`src/rtl/elcps_pkg.sv`:
```
// Shared types and constants for the exact-length cycle and path search block.
package elcps_pkg;

  // Graph size; vertex fields and the witness are five bits wide.
  localparam int MAX_VERTICES = 32;

  typedef enum logic [1:0] {
    OP_EDGE  = 2'd0,
    OP_CYCLE = 2'd1,
    OP_PATH  = 2'd2,
    OP_CLEAR = 2'd3
  } opcode_e;

  typedef struct packed {
    logic [1:0] opcode;
    logic [4:0] vertex_a;
    logic [4:0] vertex_b;
    logic       edge_present;
    logic [5:0] length;
  } req_t;

  typedef struct packed {
    logic       found;
    logic [4:0] witness_vertex;
    logic       last;
  } rsp_t;

  // Classified command handed from the front end to the search engine.
  typedef struct packed {
    logic       is_path;
    logic       doable;
    logic [4:0] src;
    logic [4:0] dst;
    logic [5:0] length;
  } cmd_t;

  typedef enum logic [2:0] {
    ST_IDLE,
    ST_INIT,
    ST_STEP,
    ST_EMIT,
    ST_FAIL
  } eng_state_e;

endpackage

```
`src/rtl/exact_length_cycle_path_search.sv`:
```
// Top level of the exact-length cycle and path search block.
//
// Holds an undirected graph of up to MAX_VERTICES (32) vertices as an
// adjacency bit matrix. Edge writes and clears take effect at the edge they
// are accepted and produce no results; busy holds them off while any query is
// queued or being searched, so every search sees the graph as it stood when
// its request arrived. Cycle and path queries are range checked by the front
// end, queued (two deep), and run by a depth-first search engine. A query
// leaves the queue; the engine then sets up a walk for each start vertex
// tried, takes forward steps and end-of-walk checks, reloads the stack frame
// on each step back, and then emits the results; a query that is out
// of range or finds nothing ends with a single result. Run time therefore
// depends on the graph and can be long; for queries busy is high only while
// the queue is full. Results leave on result_o, one per cycle, with
// result_valid_o high for exactly one cycle each; the receiver cannot stall
// them. A found query gives one result per witness vertex, the last flagged;
// otherwise one result with found low. vertex_count may be written only while
// the block is idle.
module exact_length_cycle_path_search
  import elcps_pkg::*;
(
  input  logic       clk_i,
  input  logic       rst_ni,
  input  logic       start,
  output logic       busy,
  input  req_t       req_i,
  input  logic       cfg_valid_i,
  output logic       cfg_ready_o,
  input  logic [5:0] cfg_data_i,
  output logic       result_valid_o,
  output rsp_t       result_o
);
  localparam int VW = $clog2(MAX_VERTICES);

  logic [MAX_VERTICES-1:0] adj_q [MAX_VERTICES];
  logic [5:0] vcount_q;
  logic [6:0] n;
  logic       accept, is_query, q_full, q_empty, pop;
  cmd_t       cmd;
  logic       eng_busy;

  assign n = ({1'b0, vcount_q} > 7'(MAX_VERTICES)) ? 7'(MAX_VERTICES) : {1'b0, vcount_q};
  assign cfg_ready_o = 1'b1;
  assign is_query = (req_i.opcode == OP_CYCLE) || (req_i.opcode == OP_PATH);
  // Hold graph changes until every queued or running search is done.
  assign busy   = q_full || (!is_query && (!q_empty || eng_busy));
  assign accept = start && !busy;

  always_ff @(posedge clk_i or negedge rst_ni) begin
    if (!rst_ni) begin
      vcount_q <= 6'd32;
      for (int i = 0; i < MAX_VERTICES; i++) adj_q[i] <= '0;
    end else begin
      if (cfg_valid_i) vcount_q <= cfg_data_i;
      if (accept && req_i.opcode == OP_CLEAR) begin
        for (int i = 0; i < MAX_VERTICES; i++) adj_q[i] <= '0;
      end else if (accept && req_i.opcode == OP_EDGE && req_i.vertex_a != req_i.vertex_b &&
                   32'(req_i.vertex_a) < 32'(MAX_VERTICES) &&
                   32'(req_i.vertex_b) < 32'(MAX_VERTICES)) begin
        adj_q[req_i.vertex_a[VW-1:0]][req_i.vertex_b[VW-1:0]] <= req_i.edge_present;
        adj_q[req_i.vertex_b[VW-1:0]][req_i.vertex_a[VW-1:0]] <= req_i.edge_present;
      end
    end
  end

  elcps_front u_front (
    .clk_i, .rst_ni, .push_i(accept && is_query), .req_i, .n_i(n),
    .full_o(q_full), .empty_o(q_empty), .pop_i(pop), .cmd_o(cmd)
  );

  elcps_engine u_engine (
    .clk_i, .rst_ni, .cmd_valid_i(!q_empty), .cmd_i(cmd), .cmd_pop_o(pop), .n_i(n),
    .adj_row_i(adj_q), .busy_o(eng_busy), .rsp_valid_o(result_valid_o), .rsp_o(result_o)
  );
endmodule

```
`src/rtl/elcps_ram.sv`:
```
// Generic single-port-write RAM with registered read.
module elcps_ram #(
  parameter int Width = 8,
  parameter int Depth = 32
) (
  input  logic                     clk_i,
  input  logic                     we_i,
  input  logic [$clog2(Depth)-1:0] waddr_i,
  input  logic [Width-1:0]         wdata_i,
  input  logic [$clog2(Depth)-1:0] raddr_i,
  output logic [Width-1:0]         rdata_o
);
  logic [Width-1:0] mem_q [Depth];

  always_ff @(posedge clk_i) begin
    if (we_i) begin
      mem_q[waddr_i] <= wdata_i;
    end
    rdata_o <= mem_q[raddr_i];
  end
endmodule

```
`src/rtl/elcps_front.sv`:
```
// Front end: range checks each search request and queues it for the engine.
module elcps_front
  import elcps_pkg::*;
(
  input  logic       clk_i,
  input  logic       rst_ni,
  input  logic       push_i,
  input  req_t       req_i,
  input  logic [6:0] n_i,
  output logic       full_o,
  output logic       empty_o,
  input  logic       pop_i,
  output cmd_t       cmd_o
);
  // Two-entry queue.
  cmd_t       slot_q [2];
  logic [1:0] cnt_q, cnt_d;
  logic       rd_q, rd_d;
  cmd_t       cmd;
  logic [6:0] len7;

  always_comb begin
    len7        = {1'b0, req_i.length};
    cmd.is_path = (req_i.opcode == OP_PATH);
    cmd.src     = req_i.vertex_a;
    cmd.dst     = req_i.vertex_b;
    cmd.length  = req_i.length;
    if (cmd.is_path) begin
      cmd.doable = ({2'b0, req_i.vertex_a} < n_i) && ({2'b0, req_i.vertex_b} < n_i) &&
                   (len7 + 7'd1 <= n_i) && (len7 + 7'd1 <= 7'd32);
    end else begin
      cmd.doable = (len7 >= 7'd3) && (len7 <= n_i) && (len7 <= 7'd32);
    end
  end

  assign full_o  = (cnt_q == 2'd2);
  assign empty_o = (cnt_q == 2'd0);
  assign cmd_o   = slot_q[rd_q];

  always_comb begin
    cnt_d = cnt_q + {1'b0, push_i} - {1'b0, pop_i};
    rd_d  = pop_i ? ~rd_q : rd_q;
  end

  always_ff @(posedge clk_i or negedge rst_ni) begin
    if (!rst_ni) begin
      cnt_q <= 2'd0;
      rd_q  <= 1'b0;
    end else begin
      cnt_q <= cnt_d;
      rd_q  <= rd_d;
    end
  end

  always_ff @(posedge clk_i) begin
    if (push_i) begin
      slot_q[rd_q ^ cnt_q[0]] <= cmd;
    end
  end
endmodule

```
`src/rtl/elcps_engine.sv`:
```
// Back end: depth-first search engine over the adjacency matrix.
module elcps_engine
  import elcps_pkg::*;
(
  input  logic                    clk_i,
  input  logic                    rst_ni,
  input  logic                    cmd_valid_i,
  input  cmd_t                    cmd_i,
  output logic                    cmd_pop_o,
  input  logic [6:0]              n_i,
  input  logic [MAX_VERTICES-1:0] adj_row_i [MAX_VERTICES],
  output logic                    busy_o,
  output logic                    rsp_valid_o,
  output rsp_t                    rsp_o
);
  localparam int VW = $clog2(MAX_VERTICES);

  eng_state_e state_q, state_d;
  cmd_t       cmd_q;
  logic [4:0] s_q, s_d;            // cycle start vertex
  logic [5:0] d_q, d_d;            // walk depth
  logic [6:0] nxt_q, nxt_d;        // next candidate at current depth
  logic [4:0] cur_q, cur_d;        // vertex at current depth
  logic [31:0] vis_q, vis_d;
  logic [5:0] k_q, k_d;            // emit index
  logic [5:0] cnt;                 // witness count

  // Stacks as RAMs; vertex stack also read for emit.
  logic        vs_we, ns_we;
  logic [4:0]  vs_wa, ns_wa, vs_ra, ns_ra;
  logic [4:0]  vs_wd, vs_rd;
  logic [5:0]  ns_wd, ns_rd;

  elcps_ram #(.Width(5), .Depth(32)) u_vstack (
    .clk_i, .we_i(vs_we), .waddr_i(vs_wa), .wdata_i(vs_wd), .raddr_i(vs_ra), .rdata_o(vs_rd)
  );
  elcps_ram #(.Width(6), .Depth(32)) u_nstack (
    .clk_i, .we_i(ns_we), .waddr_i(ns_wa), .wdata_i(ns_wd), .raddr_i(ns_ra), .rdata_o(ns_rd)
  );

  // Pop phase flag: after backtrack, the stacks are read and reloaded.
  logic pop_q, pop_d;

  logic [31:0] row, cand;
  logic [31:0] lowmask;
  logic        hit;
  logic [4:0]  w;
  logic [4:0]  base;
  logic [4:0]  endv;

  always_comb begin
    row = '0;
    row[MAX_VERTICES-1:0] = adj_row_i[cur_q[VW-1:0]];
  end

  assign cnt  = cmd_q.is_path ? cmd_q.length + 6'd1 : cmd_q.length;
  assign base = cmd_q.is_path ? 5'd0 : s_q;

  // Candidate set: neighbors, unvisited, at/above nxt, below n; a path target only on the final step.
  always_comb begin
    lowmask = '0;
    for (int i = 0; i < 32; i++) begin
      lowmask[i] = ({2'b0, 5'(i)} >= nxt_q) && ({2'b0, 5'(i)} < n_i);
    end
    cand = row & ~vis_q & lowmask;
    if (cmd_q.is_path && (cmd_q.length - d_q != 6'd1)) begin
      cand[cmd_q.dst] = 1'b0;
    end
    hit = |cand;
    w = '0;
    for (int i = 31; i >= 0; i--) begin
      if (cand[i]) w = 5'(i);
    end
    endv = cmd_q.is_path ? cmd_q.dst : s_q;
  end

  always_comb begin
    state_d = state_q;
    s_d = s_q; d_d = d_q; nxt_d = nxt_q; cur_d = cur_q; vis_d = vis_q; k_d = k_q;
    pop_d = 1'b0;
    vs_we = 1'b0; vs_wa = d_q[4:0]; vs_wd = cur_q;
    ns_we = 1'b0; ns_wa = d_q[4:0]; ns_wd = nxt_q[5:0];
    vs_ra = d_q[4:0]; ns_ra = d_q[4:0];
    case (state_q)
      ST_IDLE: begin
        if (cmd_valid_i) begin
          state_d = cmd_i.doable ? ST_INIT : ST_FAIL;
          s_d = 5'd0;
        end
      end
      ST_INIT: begin
        d_d   = 6'd0;
        cur_d = cmd_q.is_path ? cmd_q.src : s_q;
        nxt_d = cmd_q.is_path ? 7'd0 : {2'b0, s_q};
        vis_d = 32'd1 << (cmd_q.is_path ? cmd_q.src : s_q);
        vs_we = 1'b1; vs_wa = 5'd0; vs_wd = cmd_q.is_path ? cmd_q.src : s_q;
        state_d = ST_STEP;
      end
      ST_STEP: begin
        if (pop_q) begin
          // Restore frame at new depth from the stacks.
          cur_d = vs_rd;
          nxt_d = {1'b0, ns_rd};
        end else if (cmd_q.is_path ? (d_q == cmd_q.length) : (d_q == cmd_q.length - 6'd1)) begin
          if (cmd_q.is_path ? (cur_q == endv) : row[s_q]) begin
            k_d = 6'd0; vs_ra = 5'd0; state_d = ST_EMIT;
          end else begin
            state_d = ST_STEP;
          end
          if (!(cmd_q.is_path ? (cur_q == endv) : row[s_q])) begin
            // backtrack
            if (d_q == 6'd0) begin
              state_d = ST_FAIL;
            end else begin
              vis_d[cur_q] = 1'b0; d_d = d_q - 6'd1;
              vs_ra = 5'(d_q - 6'd1); ns_ra = 5'(d_q - 6'd1); pop_d = 1'b1;
            end
          end
        end else if (hit) begin
          ns_we = 1'b1; ns_wa = d_q[4:0]; ns_wd = {1'b0, w} + 6'd1;
          vs_we = 1'b1; vs_wa = 5'(d_q + 6'd1); vs_wd = w;
          d_d = d_q + 6'd1; cur_d = w; nxt_d = {2'b0, base}; vis_d[w] = 1'b1;
        end else if (d_q == 6'd0) begin
          if (!cmd_q.is_path && ({2'b0, s_q} + 7'd1 < n_i)) begin
            s_d = s_q + 5'd1; state_d = ST_INIT;
          end else begin
            state_d = ST_FAIL;
          end
        end else begin
          vis_d[cur_q] = 1'b0; d_d = d_q - 6'd1;
          vs_ra = 5'(d_q - 6'd1); ns_ra = 5'(d_q - 6'd1); pop_d = 1'b1;
        end
        // A fail at depth zero on a cycle advances the start vertex while one is left.
        if (state_d == ST_FAIL && !cmd_q.is_path && d_q == 6'd0 && !pop_q &&
            ({2'b0, s_q} + 7'd1 < n_i)) begin
          s_d = s_q + 5'd1; state_d = ST_INIT;
        end
      end
      ST_EMIT: begin
        vs_ra = 5'(k_q + 6'd1);
        k_d = k_q + 6'd1;
        if (k_q + 6'd1 == cnt) state_d = ST_IDLE;
      end
      ST_FAIL: state_d = ST_IDLE;
      default: state_d = ST_IDLE;
    endcase
  end

  // Outputs.
  always_comb begin
    cmd_pop_o   = (state_q == ST_IDLE) && cmd_valid_i;
    busy_o      = (state_q != ST_IDLE);
    rsp_valid_o = (state_q == ST_EMIT) || (state_q == ST_FAIL);
    rsp_o.found          = (state_q == ST_EMIT);
    rsp_o.witness_vertex = (state_q == ST_EMIT) ? vs_rd : 5'd0;
    rsp_o.last           = (state_q == ST_FAIL) || (k_q + 6'd1 == cnt);
  end

  always_ff @(posedge clk_i or negedge rst_ni) begin
    if (!rst_ni) begin
      state_q <= ST_IDLE;
      pop_q   <= 1'b0;
    end else begin
      state_q <= state_d;
      pop_q   <= pop_d;
    end
  end

  always_ff @(posedge clk_i) begin
    if (cmd_pop_o) cmd_q <= cmd_i;
    s_q <= s_d; d_q <= d_d; nxt_q <= nxt_d; cur_q <= cur_d; vis_q <= vis_d; k_q <= k_d;
  end
endmodule

```
`config.mk`:
```
export PLATFORM = sky130hd
export DESIGN_NAME = exact_length_cycle_path_search
export DESIGN_NICKNAME = d
export VERILOG_FILES = /design/src/rtl/elcps_pkg.sv /design/src/rtl/exact_length_cycle_path_search.sv /design/src/rtl/elcps_ram.sv /design/src/rtl/elcps_front.sv /design/src/rtl/elcps_engine.sv
export SDC_FILE = /design/constraint.sdc
export NUM_CORES = 2
export LEC_CHECK = 0
export BUFFER_PORTS_ARGS = -buffer_cell sky130_fd_sc_hd__clkbuf_2
export CELL_PAD_IN_SITES_DETAIL_PLACEMENT = 0
export CELL_PAD_IN_SITES_GLOBAL_PLACEMENT = 1
export CORE_MARGIN = 5
export CORE_UTILIZATION = 50
export CTS_CLUSTER_SIZE = 20
export DETAILED_ROUTE_END_ITERATION = 12
export PLACE_DENSITY = 0.89
export SYNTH_ARGS = -nofsm -noshare
export SYNTH_HDL_FRONTEND = slang
export SYNTH_SLANG_ARGS = --single-unit
```
`constraint.sdc`:
```
create_clock -name clk_i -period 17.8 [get_ports clk_i]
set_input_delay 0.89 -clock clk_i [delete_from_list [all_inputs] [get_ports clk_i]]
set_output_delay 0.89 -clock clk_i [all_outputs]
set_load 0.05 [all_outputs]
```
==> reports/results.ini <==
[run_status]
status=finished with violations
violations=max-capacitance violations, max-slew violations

[logic_synthesis]
seq_area_frac_synth_pct=51.6
syn-instance-count=7147
synth_top_area_share_pct=33.3
yosys_warnings=0
synth_edf_count=465
synthFlopType=dfrtp_1
postSynthAreaPerCell_um2=10.9
async_reset_ff_share_pct=68.5
syn_nets=7225
ys_seq_elements=1513
syn_area_mm2=0.0778
synth_cell_type_count=102
synthTopCellsByArea=dfrtp_1, mux2i_1, edfxtp_1, o22ai_1, nor2_1
synth_top_cell_by_area=dfrtp_1

[clock_tree]
path_clk_slew_ns=0.07
cts-root-buf=clkbuf_16
cts_tree=yes
cts-buffers-inserted=157
h-tree-depth=4
ctsHoldBuffers=0
post_cts_buffers=0
clk-insertion-delay-late_ns=0.83
clockBufferDepth=3
cts-resized-gates=0
clock_sinks=1513

[placed_design]
placed_area_mm2=0.0794
port_buffers=37
pre_cts_slack_ns=8.36
gp_congestion=0.994
dp_hpwl_um=181000

[setup_path]
cp_slowest_stage_delay_ns=1.14
worstSetupEndpointType=flip-flop
critPathKind=reg -> reg
start_kind=flip-flop
crit_chain=buf_12 > buf_4 > buf_4 > buf_4 > mux2i_1 > o22ai_1 > nor4_1 > buf_4 > a21oi_1 > o311a_1 > nor4_1 > and4_1 > a21oi_4 > buf_4 > nor2_2 > a221o_4 > buf_4 > mux2i_1 > mux2i_1 > or2_2 > a32o_1 > a211o_1
arrival_ns=10.53
crit_top_cell=buf_4
crit_required_ns=18.50
worstPathMaxFanout=95
endpoint=u_engine.u_vstack.rdata_o[4]$_DFF_P_
r2r-end=u_engine.u_vstack.rdata_o[4]$_DFF_P_
cp_slowest_cell=nor4_1
r2r_cells=22
regToRegSetupSlack_ns=7.97
r2r_start=u_engine.cur_q[0]$_DFFE_PN_
startpoint=u_engine.cur_q[0]$_DFFE_PN_

[routing]
ant_nets=0
drtIter0Drc=8486
wirelength_um=285000
drc=0
vias_per_cell=6.81
vias=61600
first_pass_iters=8
wl_per_cell_um=31.5

[floorplanning]
die_w_um=404
pin_count=39
die-area_mm2=0.164
num_rows=144
initial_core_util_pct=50.4
die-height_um=404
coreArea_mm2=0.154

[timing]
rsz0062_at_grt=false
fin_setup_tns_ns=0
slew_headroom_pct=-9.45
slew_viol_final=6
tightest_slew_ns=1.63
final.period_utilization_pct=55.2
max_freq_mhz=102
final.setup_skew_ns=0.0564
setup_viol=0
fin_ws_ns=7.97
layout_min_cycle_time_ns=9.83
final_hold_viol_count=0

[layout]
seqCellArea_mm2=0.0401
synthToLayoutAreaGrowth_pct=8.97
layout_commonest_cell=mux2i_1
final_cell_mix=mux2i_1, nor2_1, dfrtp_1
final_nets=6937
drive_above_1_share_pct=8.06
multiInputGateArea_mm2=0.0349
fin_util_pct=54.9
fill_cells=12900
post-route-cell-area_mm2=0.0848

[power_and_ir_drop]
p_sw_share_pct=36.9
pwr-share-seq_pct=37.9
p_sw_w=0.00412
pwr-share-clk_pct=30.8
p_per_area_mw_per_mm2=132
ir_worst_vdd_mv=0.131
power_w=0.0112
internal_power_w=0.00704
p_leak_nw=34.3
combPwrFrac_pct=31.3

[global_route]
antenna_found_initial=19
grt_start_max_net_pins=221
grt_pass1_vias=59400
grt_pass1_wl_um=414000
grt_overflow=0
grt_usage_pct=33.9

[min_path]
min_path_type=in -> async

[job]
maxCapViolCount=3

## metrics by stage
step                      instances  hold slack, ns
final                          9043           0.118
after global routing           9034           0.196
after CTS                      9033           0.151
after detailed placement       8744           0.484
after global placement         8743           0.481
after floorplan                7147           0.464
## cell families after synthesis
group	synth area share, %
flip-flops	51.6
adder cells (fa/ha/maj)	0.798
multiplexers	22.0
XOR/XNOR	0.582
other	0.00482
AO/OA/AOI/OAI	11.1
buffers and inverters	3.72
AND/OR/NAND/NOR	10.2
## routing by layer
metal	wire [um]	track usage [%]	part of all wire (%)
met5	116	0	0.041
met4	21900	21.8	7.7
met3	33100	9.76	12
met2	122000	49.6	43
met1	107000	44.4	38
## synthesized netlist by cell type, types with 25 or more instances
library cell / count
a211oi_1: 55
a21oi_1: 118
a221oi_1: 35
a31oi_1: 25
and3_1: 27
buf_1: 26
buf_2: 92
clkbuf_1: 515
dfrtp_1: 1036
edfxtp_1: 465
ha_1: 48
inv_1: 40
mux2_2: 27
mux2i_1: 1660
nand2_1: 231
nand3_1: 84
nor2_1: 1140
nor2b_1: 69
nor3_1: 44
nor4_1: 68
o21ai_0: 88
o22ai_1: 754
xnor2_1: 34
## worst min-delay path by stage
stage | from | to | slack [ns] | cells past startpoint
2_1_floorplan | adj_q[124]$_DFFE_PN0P_ | adj_q[124]$_DFFE_PN0P_ | 0.46 | 1
3_3_place_gp | adj_q[248]$_DFFE_PN0P_ | adj_q[248]$_DFFE_PN0P_ | 0.48 | 1
3_5_place_dp | adj_q[682]$_DFFE_PN0P_ | adj_q[682]$_DFFE_PN0P_ | 0.48 | 1
4_1_cts | rst_ni | adj_q[208]$_DFFE_PN0P_ | 0.15 | 1
5_1_grt | rst_ni | adj_q[486]$_DFFE_PN0P_ | 0.20 | 1
6_report | rst_ni | adj_q[486]$_DFFE_PN0P_ | 0.12 | 1
## flip-flops by register name (all words and copies together), names as in the netlist
name	cells
u_engine.nxt_q	6
vcount_q	6
u_front.rd_q	1
u_engine.u_vstack.mem_q	160
u_engine.d_q	6
u_engine.k_q	6
u_engine.u_vstack.rdata_o	5
u_engine.u_nstack.mem_q	192
adj_q	1024
u_engine.cur_q	5
u_front.cnt_q	2
u_engine.s_q	5
u_engine.vis_q	32
u_engine.pop_q	1
u_engine.cmd_q	17
u_front.slot_q	36
u_engine.state_q	3
u_engine.u_nstack.rdata_o	6
## layout make-up
cell class              instances  area share (%)
multi-input cells            4928            41.2
well taps                    2044            3.02
clock inverters                66           0.918
flip-flops and latches       1513            47.3
repair buffers                216            1.90
clock buffers                 223            5.41
inverters                      43           0.190
diodes                         10          0.0295
## critical path, delay by kind of cell (launching register included)
kind                   cells  cell delay (ns)
buffers and inverters      7             4.04
AND/OR/NAND/NOR            5             2.78
AO/OA/AOI/OAI              7             1.55
multiplexers               3             0.72
flip-flops                 1             0.42
## power groups by stage
stage / logic [W] / registers, W / clock network [W]
6_report: 0.00349 / 0.00422 / 0.00344
5_1_grt: 0.00363 / 0.00422 / 0.00360
4_1_cts: 0.00340 / 0.00420 / 0.00345
3_5_place_dp: 0.00339 / 0.00427 / 0
3_3_place_gp: 0.00336 / 0.00427 / 0
2_1_floorplan: 0.00238 / 0.00410 / 0
Note: power is estimated with default switching activity, not from simulation.
